## config.mk

```make
export PLATFORM = sky130hd
export DESIGN_NAME = bmd_ctrl
export DESIGN_NICKNAME = d
export VERILOG_FILES = /design/src/rtl/bmd_pkg.sv /design/src/rtl/bmd_ctrl.sv
export SDC_FILE = /design/constraint.sdc
export NUM_CORES = 1
export LEC_CHECK = 0
export ABC_AREA = 1
export BUFFER_PORTS_ARGS = -buffer_cell sky130_fd_sc_hd__buf_2
export CORE_AREA = 2 2 39 41
export DETAILED_ROUTE_END_ITERATION = 8
export DIE_AREA = 0 0 41 43
export PLACE_DENSITY_LB_ADDON = 0.1
export SYNTH_ARGS = -nofsm -noshare
export SYNTH_HDL_FRONTEND = slang
export SYNTH_SLANG_ARGS = --single-unit
```

## constraint.sdc

```tcl
create_clock -name clk -period 1.3 [get_ports clk]
set_input_delay 0.195 -clock clk [delete_from_list [all_inputs] [get_ports clk]]
set_output_delay 0.195 -clock clk [all_outputs]
set_load 0.05 [all_outputs]
```

## src/rtl/bmd_pkg.sv

```systemverilog
// bmd_pkg: shared constants, codes and types of the binary mask denoise block
// used by every file of the block; depends on nothing
`default_nettype none

package bmd_pkg;

  // frame store geometry
  localparam int MAX_WIDTH  = 64;
  localparam int MAX_HEIGHT = 64;

  // field widths
  localparam int COL_W      = 6;
  localparam int ROW_W      = 6;
  localparam int DIM_W      = 7;
  localparam int CHAN_W     = 8;
  localparam int RGB_W      = 24;
  localparam int CMD_W      = 2;
  localparam int CFG_IDX_W  = 3;
  localparam int CFG_DATA_W = 24;

  // smallest region side
  localparam int MIN_SIDE = 3;

  // majority thresholds on the eight neighbors
  localparam int KEEP_BLACK_MIN = 2;
  localparam int TURN_BLACK_MIN = 7;

  // configuration register indexes
  localparam logic [CFG_IDX_W-1:0] REG_WIDTH_IN_USE  = 3'd0;
  localparam logic [CFG_IDX_W-1:0] REG_HEIGHT_IN_USE = 3'd1;
  localparam logic [CFG_IDX_W-1:0] REG_RED_LIMIT     = 3'd2;
  localparam logic [CFG_IDX_W-1:0] REG_GREEN_LIMIT   = 3'd3;
  localparam logic [CFG_IDX_W-1:0] REG_BLUE_LIMIT    = 3'd4;
  localparam logic [CFG_IDX_W-1:0] REG_BACKGROUND    = 3'd5;

  // configuration reset values
  localparam logic [DIM_W-1:0]  RST_WIDTH_IN_USE  = 7'd64;
  localparam logic [DIM_W-1:0]  RST_HEIGHT_IN_USE = 7'd64;
  localparam logic [CHAN_W-1:0] RST_RED_LIMIT     = 8'd120;
  localparam logic [CHAN_W-1:0] RST_GREEN_LIMIT   = 8'd120;
  localparam logic [CHAN_W-1:0] RST_BLUE_LIMIT    = 8'd100;
  localparam logic [RGB_W-1:0]  RST_BACKGROUND    = 24'd0;

  typedef enum logic [CMD_W-1:0] {
    CMD_CLEAR  = 2'd0,
    CMD_WRITE  = 2'd1,
    CMD_SMOOTH = 2'd2,
    CMD_READ   = 2'd3
  } cmd_t;

  // datapath operations issued by the controller, one per cycle
  typedef enum logic [3:0] {
    OP_NONE,
    OP_CLR_START,
    OP_CLR_STEP,
    OP_CLR_DONE,
    OP_WRITE,
    OP_READ_ADDR,
    OP_READ_DONE,
    OP_SM_START,
    OP_SM_RD1,
    OP_SM_RD2,
    OP_SM_RIGHT,
    OP_SM_ROW,
    OP_SM_WB,
    OP_SM_LAST,
    OP_SCAN,
    OP_BOX_DONE
  } micro_op_t;

  typedef enum logic [3:0] {
    S_INIT,
    S_IDLE,
    S_CLR,
    S_CLR_DONE,
    S_READ,
    S_SM_RD1,
    S_SM_RD2,
    S_SM_RIGHT,
    S_SM_ROW,
    S_SM_WB,
    S_SM_LAST,
    S_SCAN,
    S_BOX_DONE
  } state_t;

  typedef struct packed {
    cmd_t              cmd;
    logic [COL_W-1:0]  col;
    logic [ROW_W-1:0]  row;
    logic [CHAN_W-1:0] red;
    logic [CHAN_W-1:0] green;
    logic [CHAN_W-1:0] blue;
  } bmd_item_t;

  typedef struct packed {
    logic             pixel_black;
    logic [DIM_W-1:0] box_min_col;
    logic [COL_W-1:0] box_max_col;
    logic [DIM_W-1:0] box_min_row;
    logic [ROW_W-1:0] box_max_row;
  } bmd_result_t;

  // controller to datapath
  typedef struct packed {
    micro_op_t op;
  } bmd_ctl_t;

  // datapath to controller
  typedef struct packed {
    logic res_free;
    logic clr_last;
    logic row_last;
    logic col_last;
    logic scan_last;
  } bmd_stat_t;

endpackage

`default_nettype wire

```

## src/rtl/bmd_ctrl.sv

```systemverilog
// bmd_ctrl: sequencer of the denoise block, issues one datapath operation a cycle
// depends on bmd_pkg
`default_nettype none

module bmd_ctrl (
  input  logic               clk,
  input  logic               rst,
  input  logic               in_valid,
  input  bmd_pkg::cmd_t      in_cmd,
  input  bmd_pkg::bmd_stat_t stat,
  output logic               in_ready,
  output bmd_pkg::bmd_ctl_t  ctl
);
  import bmd_pkg::*;

  state_t state;
  state_t state_next;

  always_ff @(posedge clk) begin
    if (rst) begin
      state <= S_INIT;
    end else begin
      state <= state_next;
    end
  end

  always_comb begin
    state_next = state;
    ctl.op     = OP_NONE;
    in_ready   = 1'b0;
    unique case (state)
      S_INIT: begin
        // clearing pass after reset
        ctl.op = OP_CLR_STEP;
        if (stat.clr_last) state_next = S_IDLE;
      end
      S_IDLE: begin
        in_ready = stat.res_free;
        if (in_valid && stat.res_free) begin
          unique case (in_cmd)
            CMD_CLEAR: begin
              ctl.op     = OP_CLR_START;
              state_next = S_CLR;
            end
            CMD_WRITE: begin
              ctl.op = OP_WRITE;
            end
            CMD_SMOOTH: begin
              ctl.op     = OP_SM_START;
              state_next = S_SM_RD1;
            end
            CMD_READ: begin
              ctl.op     = OP_READ_ADDR;
              state_next = S_READ;
            end
          endcase
        end
      end
      S_CLR: begin
        ctl.op = OP_CLR_STEP;
        if (stat.clr_last) state_next = S_CLR_DONE;
      end
      S_CLR_DONE: begin
        ctl.op     = OP_CLR_DONE;
        state_next = S_IDLE;
      end
      S_READ: begin
        ctl.op     = OP_READ_DONE;
        state_next = S_IDLE;
      end
      S_SM_RD1: begin
        ctl.op     = OP_SM_RD1;
        state_next = S_SM_RD2;
      end
      S_SM_RD2: begin
        ctl.op     = OP_SM_RD2;
        state_next = S_SM_RIGHT;
      end
      S_SM_RIGHT: begin
        ctl.op     = OP_SM_RIGHT;
        state_next = S_SM_ROW;
      end
      S_SM_ROW: begin
        ctl.op = OP_SM_ROW;
        if (stat.row_last) state_next = S_SM_WB;
      end
      S_SM_WB: begin
        ctl.op     = OP_SM_WB;
        state_next = stat.col_last ? S_SM_LAST : S_SM_RIGHT;
      end
      S_SM_LAST: begin
        ctl.op     = OP_SM_LAST;
        state_next = S_SCAN;
      end
      S_SCAN: begin
        ctl.op = OP_SCAN;
        if (stat.scan_last) state_next = S_BOX_DONE;
      end
      S_BOX_DONE: begin
        ctl.op     = OP_BOX_DONE;
        state_next = S_IDLE;
      end
      default: begin
        state_next = S_IDLE;
      end
    endcase
  end

endmodule

`default_nettype wire

```

Yosys cells after proc, flatten, opt, wreduce, memory -nomap -nowiden
Cells that the tools add are included.
{ "totals": {"wordCells": 39, "in_bits": 10, "output_inout_bits": 5, "register_bits": 4} }
{ "op_classes": {"n_mux": 12, "reduce_logical": 5, "eq_ne": 21} }
{ "ops": {"columns": ["cell", "n"], "rows": [
  ["$pmux W4 S12", 1],
  ["$pmux W4 S10", 1],
  ["$mux W4", 7],
  ["$eq A4 B4 Y1 const B", 5],
  ["$eq A4 B3 Y1 const B", 4],
  ["$pmux W4 S4", 1],
  ["$pmux W4 S3", 1],
  ["$ne A2 B2 Y1 const B", 5],
  ["$eq A4 B2 Y1 const B", 2],
  ["$reduce_and A6 Y1", 1],
  ["$eq A2 B2 Y1 const B", 2],
  ["$eq A4 B1 Y1 const B", 1],
  ["$logic_not A4 Y1", 1],
  ["$ne A4 B4 Y1 const B", 1],
  ["$eq A2 B1 Y1 const B", 1],
  ["$logic_not A2 Y1", 1],
  ["$reduce_or A2 Y1", 1],
  ["$logic_and A1 B1 Y1", 1],
  ["$mux W1", 1]
]} }

Longest topological paths before layout
Gate-level depths: netlist of the first run.
{ "logic_depth": {"word_depth": 4, "mapped_depth": 9, "depth_no_buf": 9} }

Least setup slack after synthesis of the first run
No wires, ideal clock.
{ "synth_timing": {"path_type": "flip-flop to output port", "startpoint": "register state[1]", "endpoint": "output ctl[0] (netlist bit)", "required_time_ns": 1.105, "path_slack_ns": -0.718, "path_stages_with_launch": 6, "path_buffers": 0, "t_arrival_ns": 1.823, "path_cell_list": "dfxtp_1 inv_1 nand2_2 nor2_4 inv_1 o21ai_0"} }
{ "synth_lines": {"columns": ["element", "line_no", "source"], "rows": [
  ["start: declaration", "bmd_ctrl.sv:16", "state_t state;"],
  ["start signal: assignment", "bmd_ctrl.sv:23", "state <= state_next;"],
  ["end: declaration", "bmd_ctrl.sv:12", "output bmd_pkg::bmd_ctl_t ctl"]
]} }

==> results of run 1 <==
-- synthesized netlist by cell type --
library cell and number:
nand2_1 20, nor2_1 19, inv_1 10, nand3_1 8, o21ai_0 5, dfxtp_1 4
nand2_2 4, a21oi_1 3, inv_2 3, nor2_4 2, o211ai_1 2, and3_1 1
nand2_4 1, nand3b_1 1, nand4_1 1, nor2_2 1, nor3_1 1, o2bb2ai_1 1
-- area by class of cell --
cell class,count,share of cell area [%]
Clock buffer,3,2.273
Timing Repair Buffer,38,31.44
Inverter,13,5.682
Tap cell,16,2.020
Sequential cell,4,9.596
Multi-Input combinational cell,70,48.99
-- cell families after synthesis --
kind of cell	after synthesis	share of synthesized area (%)
AND/OR/NAND/NOR	59	58.93
buffers and inverters	13	10.40
AO/OA/AOI/OAI	11	13.60
flip-flops	4	17.07
-- layout by cell type (no fill, tap or decap), drive strengths merged --
cell,instances
nand2,25
a21oi,3
and3,1
nand3b,1
buf,38
nor3,1
o2bb2ai,1
nor2,22
nand3,8
inv,13
o211ai,2
dfxtp,4
clkbuf,3
nand4,1
o21ai,5
-- routing by layer --
metal  GRT usage, %  wire length (um)  vias to the layer above  share of wire (%)
met5              0                 0                        -                  0
met1          26.84               732                      328                 42
met4          3.333                 0                        0                  0
met2          33.13               923                       23                 53
met3          6.806                77                        0                4.4
li1               -                 -                      365                  -
-- what timing repair did --
item	4_1_cts	5_1_grt
setup buffers	6	4
resized for setup	37	24
endpoints found under the setup margin	8	8
pin swaps	10	14
-- critical path: cells and delay by family, from the launching register on --
| family | cells | cell delay, ps |
|---|---|---|
| buf+inv | 2 | 210 |
| flops | 1 | 380 |
| simple gates | 5 | 560 |
-- power by group --
part / total, mW / switching, mW / internal (mW)
Combinational: 0.897 / 0.483 / 0.414
Clock: 0.153 / 0.0502 / 0.103
Sequential: 0.203 / 0.0511 / 0.152
Total: 1.25 / 0.585 / 0.669
-- how the worst max path moves through the flow --
| stage | from | to | slack, ps | cells after the start |
|---|---|---|---|---|
| final | state[1]$_SDFFE_PP0P_ | ctl[2] | -280 | 7 |
| after global routing | state[1]$_SDFFE_PP0P_ | ctl[2] | -350 | 7 |
| after CTS | state[0]$_SDFFE_PP0P_ | ctl[2] | -280 | 7 |
| after detailed placement | state[2]$_SDFFE_PP0P_ | ctl[2] | -210 | 7 |
| after global placement | state[2]$_SDFFE_PP0P_ | ctl[2] | -210 | 7 |
| after floorplan | state[0]$_SDFFE_PP0P_ | ctl[1] | -80 | 4 |
==> reports/results.ini, run 1 <==
[yosys]
synth_warnings=0
synth_top_cell_area_share_pct=17.07
synth.area.top_cells=dfxtp_1 (17%), nand2_1 (16%), nor2_1 (15%), nand3_1 (8.5%), inv_1 (8.0%)
syn-cell-area_sq_um=469.2
synth-seq-cells=4
ys_seq_area_share_pct=17.07
syn_area_per_cell_sq_um=5.393
synth_cells=87
synth.distinct_cells=18
syn_nets=97
synth_top_area_cell=dfxtp_1

[die]
chipHeight_um=43
fp-row-count=14
fp.coreArea_sq_um=1384
design.portCount=15
dieArea_sq_um=1763
start_util_pct=33.91
die_x_um=41

[cells_and_area]
antennaDiodeCount=0
instances_no_fill=144
final_area_sq_um=991.0
top_register=state
reg_top3=state x4
postLayoutCoreUtil_pct=71.61
nFillCells=106
largest_reg_flops=4
syn2layout_area_growth_pct=111.2
drive_gt1_share_pct=67.19
fin_nets=140
multi_input_area_sq_um=485.5
seqCellArea_sq_um=95.09

[worst_setup_path]
crit_fanout=5
timing.rr.end=state[0]$_SDFFE_PP0P_
r2r_slack_ps=-90
reg2reg_depth=10
rr_startpoint=state[2]$_SDFFE_PP0P_
crit_path_end_kind=output port
worstSetupPathType=flop to output port
cp-start-kind=flop
slowest_stage=dfxtp_4
crit_top_cell=nor2_2
crit_chain=inv_2 > nand2_4 > nor2_2 > nor2_2 > and3_4 > nand3_4 > buf_8
slowest_delay_ps=380
required_ps=1110
crit_arrival_ps=1380

[detailed_routing]
wl_per_cell_um=12.04
drtIter0Drc=14
ant_nets=0
via_count=716
routed_wl_um=1734
route.detailed.drc=0
viasPerCell=4.972
dr.pass1.iters=4

[job]
cap_violations=0

[clock_network]
cts.sink_count=4
cts_buffers=3
clk_path_buf_depth=2
cts_hold_buf=0
insertion_delay_ps=230
cts_tree=done
clk_pin_slew_ps=40
clockRootBuffer=clkbuf_4
htreeDepth=1

[power_and_ir_drop]
peakVddDrop_mv=0.8026
power_leakage_nw=0.4861
finalPower_mw=1.254
powerDensity_nw_per_um2=1265

[timing]
fin_skew_ps=1.630
final.min_clock_period_ps=1579
fmax_mhz=633.2
slew_headroom_pct=80.83
fin_ws_ps=-279.4
rsz0062_at_grt=yes
fin_hold_ws_ps=160.7
timing.final.crit_share_pct=121.5
drv_slew=0
hold_viol=0
setup_violations=8
fin_tns_setup_ps=-1386
tightest_slew_ps=286.2

[placement]
dpl.cell_count=133
dpl.hpwl_um=1163
portBuffers=14
dpl_cell_area_sq_um=735.7
place_congestion=0.8633
place_ws_ps=-209.9

[min_path]
hp-class=input pin to flop
hold_start=rst
min_to=state[1]$_SDFFE_PP0P_
worstHoldPathCells=2

[global_route]
grt_max_degree=6
gr-total-overflow=0
antenna_found_initial=0
track_usage_pct=20.84
grt_pass1_wl_um=2573
grt_pass1_vias=662

[status]
outcome=complete, but fails checks
violations=setup timing

No activity file was read; power rests on OpenSTA's default activity.
==> inputs of run 2 (changes only) <==
--- a/config.mk
+++ b/config.mk
@@ -8,9 +8,11 @@
 export ABC_AREA = 1
 export BUFFER_PORTS_ARGS = -buffer_cell sky130_fd_sc_hd__buf_2
 export CORE_AREA = 2 2 39 41
+export CTS_CLUSTER_SIZE = 25
 export DETAILED_ROUTE_END_ITERATION = 8
 export DIE_AREA = 0 0 41 43
 export PLACE_DENSITY_LB_ADDON = 0.1
+export SKIP_LAST_GASP = 1
 export SYNTH_ARGS = -nofsm -noshare
 export SYNTH_HDL_FRONTEND = slang
 export SYNTH_SLANG_ARGS = --single-unit
==> run 2 against run 1 <==
The run still ends with setup timing left. Wire length fell by 3.0%. Cell count stayed put. Flip-flop and latch count unchanged. Critical path depth is the same. Cell area down 1.5%. Total power shrank 2.8%. Hold slack better by 0.91 ps. Combinational power down 3.6%. Sequential power decreased by 2%. Sequential share of layout area grew 0.15 points. Setup slack improved by 0.53 ps. Fmax hardly changed. Critical path type unchanged. Largest power group unchanged.
==> reports/results.ini, run 2 (same netlist as run 1, synthesis figures left out) <==
[status]
outcome=complete, but fails checks
violations=setup timing

[timing]
drv_slew=0  ; unchanged
setup_violations=8  ; unchanged
hold_viol=0  ; unchanged
tightest_slew_ps=288.1  ; +1.899 ps
fin_skew_ps=1.798  ; +0.1680 ps
fmax_mhz=633.4  ; about the same
fin_ws_ps=-278.8  ; +0.5300 ps
fin_hold_ws_ps=161.6  ; +0.9110 ps
final.min_clock_period_ps=1579  ; -0.5300 ps
rsz0062_at_grt=yes
fin_tns_setup_ps=-1404  ; -17.38 ps
slew_headroom_pct=80.71  ; -0.13 points
timing.final.crit_share_pct=121.4  ; about the same

[min_path]
hp-class=input pin to flop

[clock_network]
cts_tree=done
clk_pin_slew_ps=40  ; about the same
clk_path_buf_depth=2  ; unchanged
clockRootBuffer=clkbuf_4
cts.sink_count=4  ; unchanged
cts_buffers=3  ; unchanged
htreeDepth=1  ; unchanged
insertion_delay_ps=230  ; about the same
cts_hold_buf=0  ; unchanged

[cells_and_area]
final_common_cell=buf_4
final_cell_mix=buf_4 (20), nand2_1 (13), nor2_1 (10), nand2_2 (9), buf_2 (9)
reg_top3=state x4
fin_nets=140  ; unchanged
largest_reg_flops=4  ; unchanged
drive_gt1_share_pct=65.63  ; -1.6 points
nFillCells=114  ; +7.5%
final_area_sq_um=975.9  ; -1.5%
antennaDiodeCount=0  ; unchanged
syn2layout_area_growth_pct=108.0
top_register=state
postLayoutCoreUtil_pct=70.52  ; -1.1 points

[detailed_routing]
route.detailed.drc=0  ; unchanged
dr.pass1.iters=4  ; unchanged
via_count=707  ; -1.3%
routed_wl_um=1682  ; -3.0%
drtIter0Drc=14  ; unchanged
ant_nets=0  ; unchanged
wl_per_cell_um=11.68  ; -3.0%
viasPerCell=4.910  ; -1.3%

[placement]
dpl.hpwl_um=1163  ; unchanged
place_congestion=0.8633  ; unchanged
portBuffers=14  ; unchanged
place_ws_ps=-209.9  ; unchanged
dpl_cell_area_sq_um=735.7  ; unchanged

[die]
die_x_um=41  ; unchanged
dieArea_sq_um=1763  ; unchanged
design.portCount=15  ; unchanged
start_util_pct=33.91  ; unchanged
chipHeight_um=43  ; unchanged
fp-row-count=14  ; unchanged
fp.coreArea_sq_um=1384  ; unchanged

[global_route]
grt_max_degree=6  ; unchanged
gr-total-overflow=0  ; unchanged
grt_pass1_vias=662  ; unchanged
antenna_found_initial=0  ; unchanged
track_usage_pct=20.84  ; unchanged
grt_pass1_wl_um=2573  ; unchanged

[power_and_ir_drop]
powerDensity_nw_per_um2=1248  ; -1.3%
power_leakage_nw=0.4790  ; -1.5%
peakVddDrop_mv=0.8136  ; +1.4%

[worst_setup_path]
required_ps=1110  ; about the same
crit_arrival_ps=1380  ; about the same
crit_fanout=5  ; unchanged
cp-start-kind=flop
crit_path_end_kind=output port
worstSetupPathType=flop to output port

[job]
cap_violations=0  ; unchanged

run 2: per-stage QoR:
stage | std cells | power (mW)
floorplan | 87 | 0.5831
global placement | 133 | 0.8275
detailed placement | 133 | 0.8200
CTS | 141 | 1.130
global route | 144 | 1.295
finish | 144 | 1.218
run 2: layer usage:
| layer | track usage (%) | part of all wire, % | up-vias |
|---|---|---|---|
| met5 | 0 | 0 | - |
| met1 | 26.84 | 44 | 326 |
| met3 | 6.806 | 3.0 | 0 |
| met4 | 3.333 | 0 | 0 |
| li1 | - | - | 366 |
| met2 | 33.13 | 53 | 15 |
run 2: cell type report:
class / count / area (sq um) / area share, %
flip-flops and latches: 4 / 95.09 / 9.744
repair buffers: 38 / 304.0 / 31.15
well taps: 16 / 20.02 / 2.051
inverters: 13 / 56.30 / 5.769
clock buffers: 3 / 22.52 / 2.308
multi-input cells: 70 / 478.0 / 48.97
run 2: worst paths after layout:
check	startpoint	end	slack (ps)	cells after the start
max	state[1]$_SDFFE_PP0P_	ctl[2]	-280	7
min	rst	state[1]$_SDFFE_PP0P_	160	2
max reg2reg	state[1]$_SDFFE_PP0P_	state[2]$_SDFFE_PP0P_	-90	10
min reg2reg	state[1]$_SDFFE_PP0P_	state[1]$_SDFFE_PP0P_	650	3
run 2: report_power, final:
part	leakage, nW	switching [mW]	total, mW	internal [mW]
clock	0.0138	0.0508	0.154	0.103
sequential	0.0355	0.0471	0.199	0.152
combinational	0.430	0.473	0.865	0.392
total	0.479	0.571	1.22	0.647
run 2: repair_timing:
item | 4_1_cts | 5_1_grt
buffers inserted | 6 | 3
pin swaps | 10 | 11
setup endpoints to repair | 8 | 8
resized for setup | 36 | 20
run 2: worst max-delay path, cell delays in order, from the launching register on:
cell,delay [ps]
dfxtp_4,380
inv_2,50
nand2_4,90
nor2_2,50
nor2_2,120
and3_4,220
nand3_4,80
buf_8,160
==> inputs of run 3 (changes only) <==
--- a/config.mk
+++ b/config.mk
@@ -12,6 +12,7 @@
 export DETAILED_ROUTE_END_ITERATION = 8
 export DIE_AREA = 0 0 41 43
 export PLACE_DENSITY_LB_ADDON = 0.1
+export SKIP_CTS_REPAIR_TIMING = 1
 export SKIP_LAST_GASP = 1
 export SYNTH_ARGS = -nofsm -noshare
 export SYNTH_HDL_FRONTEND = slang
==> run 3 against run 2 <==
Setup slack worse by 2.5 ps. Cell count down 2.8%. Clock skew down 1.7 ps. The flow still finishes with violations (setup timing). Clock power about the same. Sequential share of layout area up 0.40 points. Global-route usage down 2.5 points. Clock-buffer cell count unchanged. Cell area down 4.0%. Combinational power down 2.4%. Hold slack better by 8.8 ps. Highest routed layer is now met4. Total power down 1.5%. Flip-flop and latch count unchanged. Largest cell class unchanged.
==> reports/results.ini, run 3 (same netlist as run 1, synthesis figures left out) <==
[clock_network]
clockRootBuffer=clkbuf_4
clk_pin_slew_ps=40  ; about the same
cts.sink_count=4  ; unchanged
htreeDepth=1  ; unchanged
insertion_delay_ps=230  ; about the same
cts_tree=done
clk_path_buf_depth=2  ; unchanged
cts_buffers=3  ; unchanged

[detailed_routing]
viasPerCell=4.857  ; -1.1%
via_count=680  ; -3.8%
ant_nets=0  ; unchanged
dr.pass1.iters=4  ; unchanged
wl_per_cell_um=11.74  ; +0.53%
routed_wl_um=1644  ; -2.3%
drtIter0Drc=11  ; -3
route.detailed.drc=0  ; unchanged

[cells_and_area]
reg_top3=state x4
final_cell_mix=buf_4 (19), nand2_1 (14), nor2_1 (9), buf_2 (9), nor2_2 (8)
top_register=state
drive_gt1_share_pct=64.52  ; -1.1 points
instances_no_fill=140  ; -2.8%
antennaDiodeCount=0  ; unchanged
final_common_cell=buf_4
syn2layout_area_growth_pct=99.73
largest_reg_flops=4  ; unchanged
fin_nets=136  ; -2.9%
postLayoutCoreUtil_pct=67.72  ; -2.8 points

[die]
dieArea_sq_um=1763  ; unchanged
design.portCount=15  ; unchanged
start_util_pct=33.91  ; unchanged
fp-row-count=14  ; unchanged
chipHeight_um=43  ; unchanged
die_x_um=41  ; unchanged
fp.coreArea_sq_um=1384  ; unchanged

[worst_setup_path]
crit_fanout=5  ; unchanged
required_ps=1110  ; about the same
cp-start-kind=flop
worstSetupPathType=flop to output port
crit_arrival_ps=1390  ; about the same
r2r_slack_ps=0  ; +90 ps
crit_path_end_kind=output port

[placement]
place_congestion=0.8633  ; unchanged
dpl.hpwl_um=1163  ; unchanged
dpl.cell_count=133  ; unchanged
portBuffers=14  ; unchanged
place_ws_ps=-209.9  ; unchanged

[power_and_ir_drop]
peakVddDrop_mv=0.8054  ; -1.0%
power_leakage_nw=0.4651  ; -2.9%
powerDensity_nw_per_um2=1280  ; +2.6%

[min_path]
hp-class=input pin to flop

[global_route]
track_usage_pct=18.32  ; -2.5 points
antenna_found_initial=0  ; unchanged
grt_pass1_vias=590  ; -11%
grt_max_degree=6  ; unchanged
gr-total-overflow=0  ; unchanged
grt_pass1_wl_um=2270  ; -12%

[timing]
timing.final.crit_share_pct=121.6  ; +0.19 points
setup_violations=6  ; -2
tightest_slew_ps=277.6  ; -10.47 ps
fin_skew_ps=0.1481  ; -1.650 ps
fmax_mhz=632.4  ; -0.16%
final.min_clock_period_ps=1581  ; +2.491 ps
drv_slew=0  ; unchanged
slew_headroom_pct=81.41  ; +0.70 points
rsz0062_at_grt=yes
fin_ws_ps=-281.3  ; -2.491 ps
hold_viol=0  ; unchanged

[status]
violations=setup timing
outcome=complete, but fails checks

[job]
cap_violations=0  ; unchanged

==> run 3: cell types whose count changed in the layout (fill, tap and decap cells not counted), sizes merged <==
cell,before,now
buf,38,34
==> run 3: report_power, final <==
group	internal (mW)	switching, mW
clock network	0.103	0.0497
logic	0.381	0.463
registers	0.152	0.0506
==> run 3: critical path, stage by stage, from the launching register on <==
cell	delay (ps)
dfxtp_4	390
inv_4	60
nand2_4	70
nor2_2	50
nor2_2	110
and3_4	230
nand3_4	80
buf_8	160
==> run 3: path summary, 6_finish.rpt <==
check | start | endpoint | cells after the start
worst max-delay path | state[2]$_SDFFE_PP0P_ | ctl[2] | 7
worst min-delay path | rst | state[2]$_SDFFE_PP0P_ | 2
worst max register to register | state[3]$_SDFFE_PP0P_ | state[0]$_SDFFE_PP0P_ | 10
worst min register to register | state[1]$_SDFFE_PP0P_ | state[1]$_SDFFE_PP0P_ | 3
==> run 3: routing by layer <==
layer / vias up / share of wire [%] / global-route usage (%)
li1: 355 / - / -
met1: 304 / 43 / 25.48
met2: 19 / 51 / 26.88
met3: 2 / 3.8 / 6.283
met4: 0 / 1.3 / 3.333
met5: - / 0 / 0
==> run 3: metrics by stage <==
step                setup TNS (ps)  instance area (sq um)  hold slack, ps  total power, mW
finish                       -1214                  937.1           170.4            1.200
CTS                          -2216                  758.2           166.6           0.9790
global route                 -1741                  937.1           169.9            1.286
floorplan                   -99.40                  525.5           256.7           0.5831
detailed placement          -917.9                  735.7           413.7           0.8200
global placement            -890.6                  735.7           407.8           0.8275
==> run 3: layout make-up <==
| cell class | count | area (sq um) |
|---|---|---|
| clock buffers | 3 | 22.52 |
| fillers | 118 | 446.7 |
| inverters | 13 | 61.31 |
| multi-input cells | 70 | 475.5 |
| flip-flops and latches | 4 | 95.09 |
| well taps | 16 | 20.02 |
| repair buffers | 34 | 262.8 |
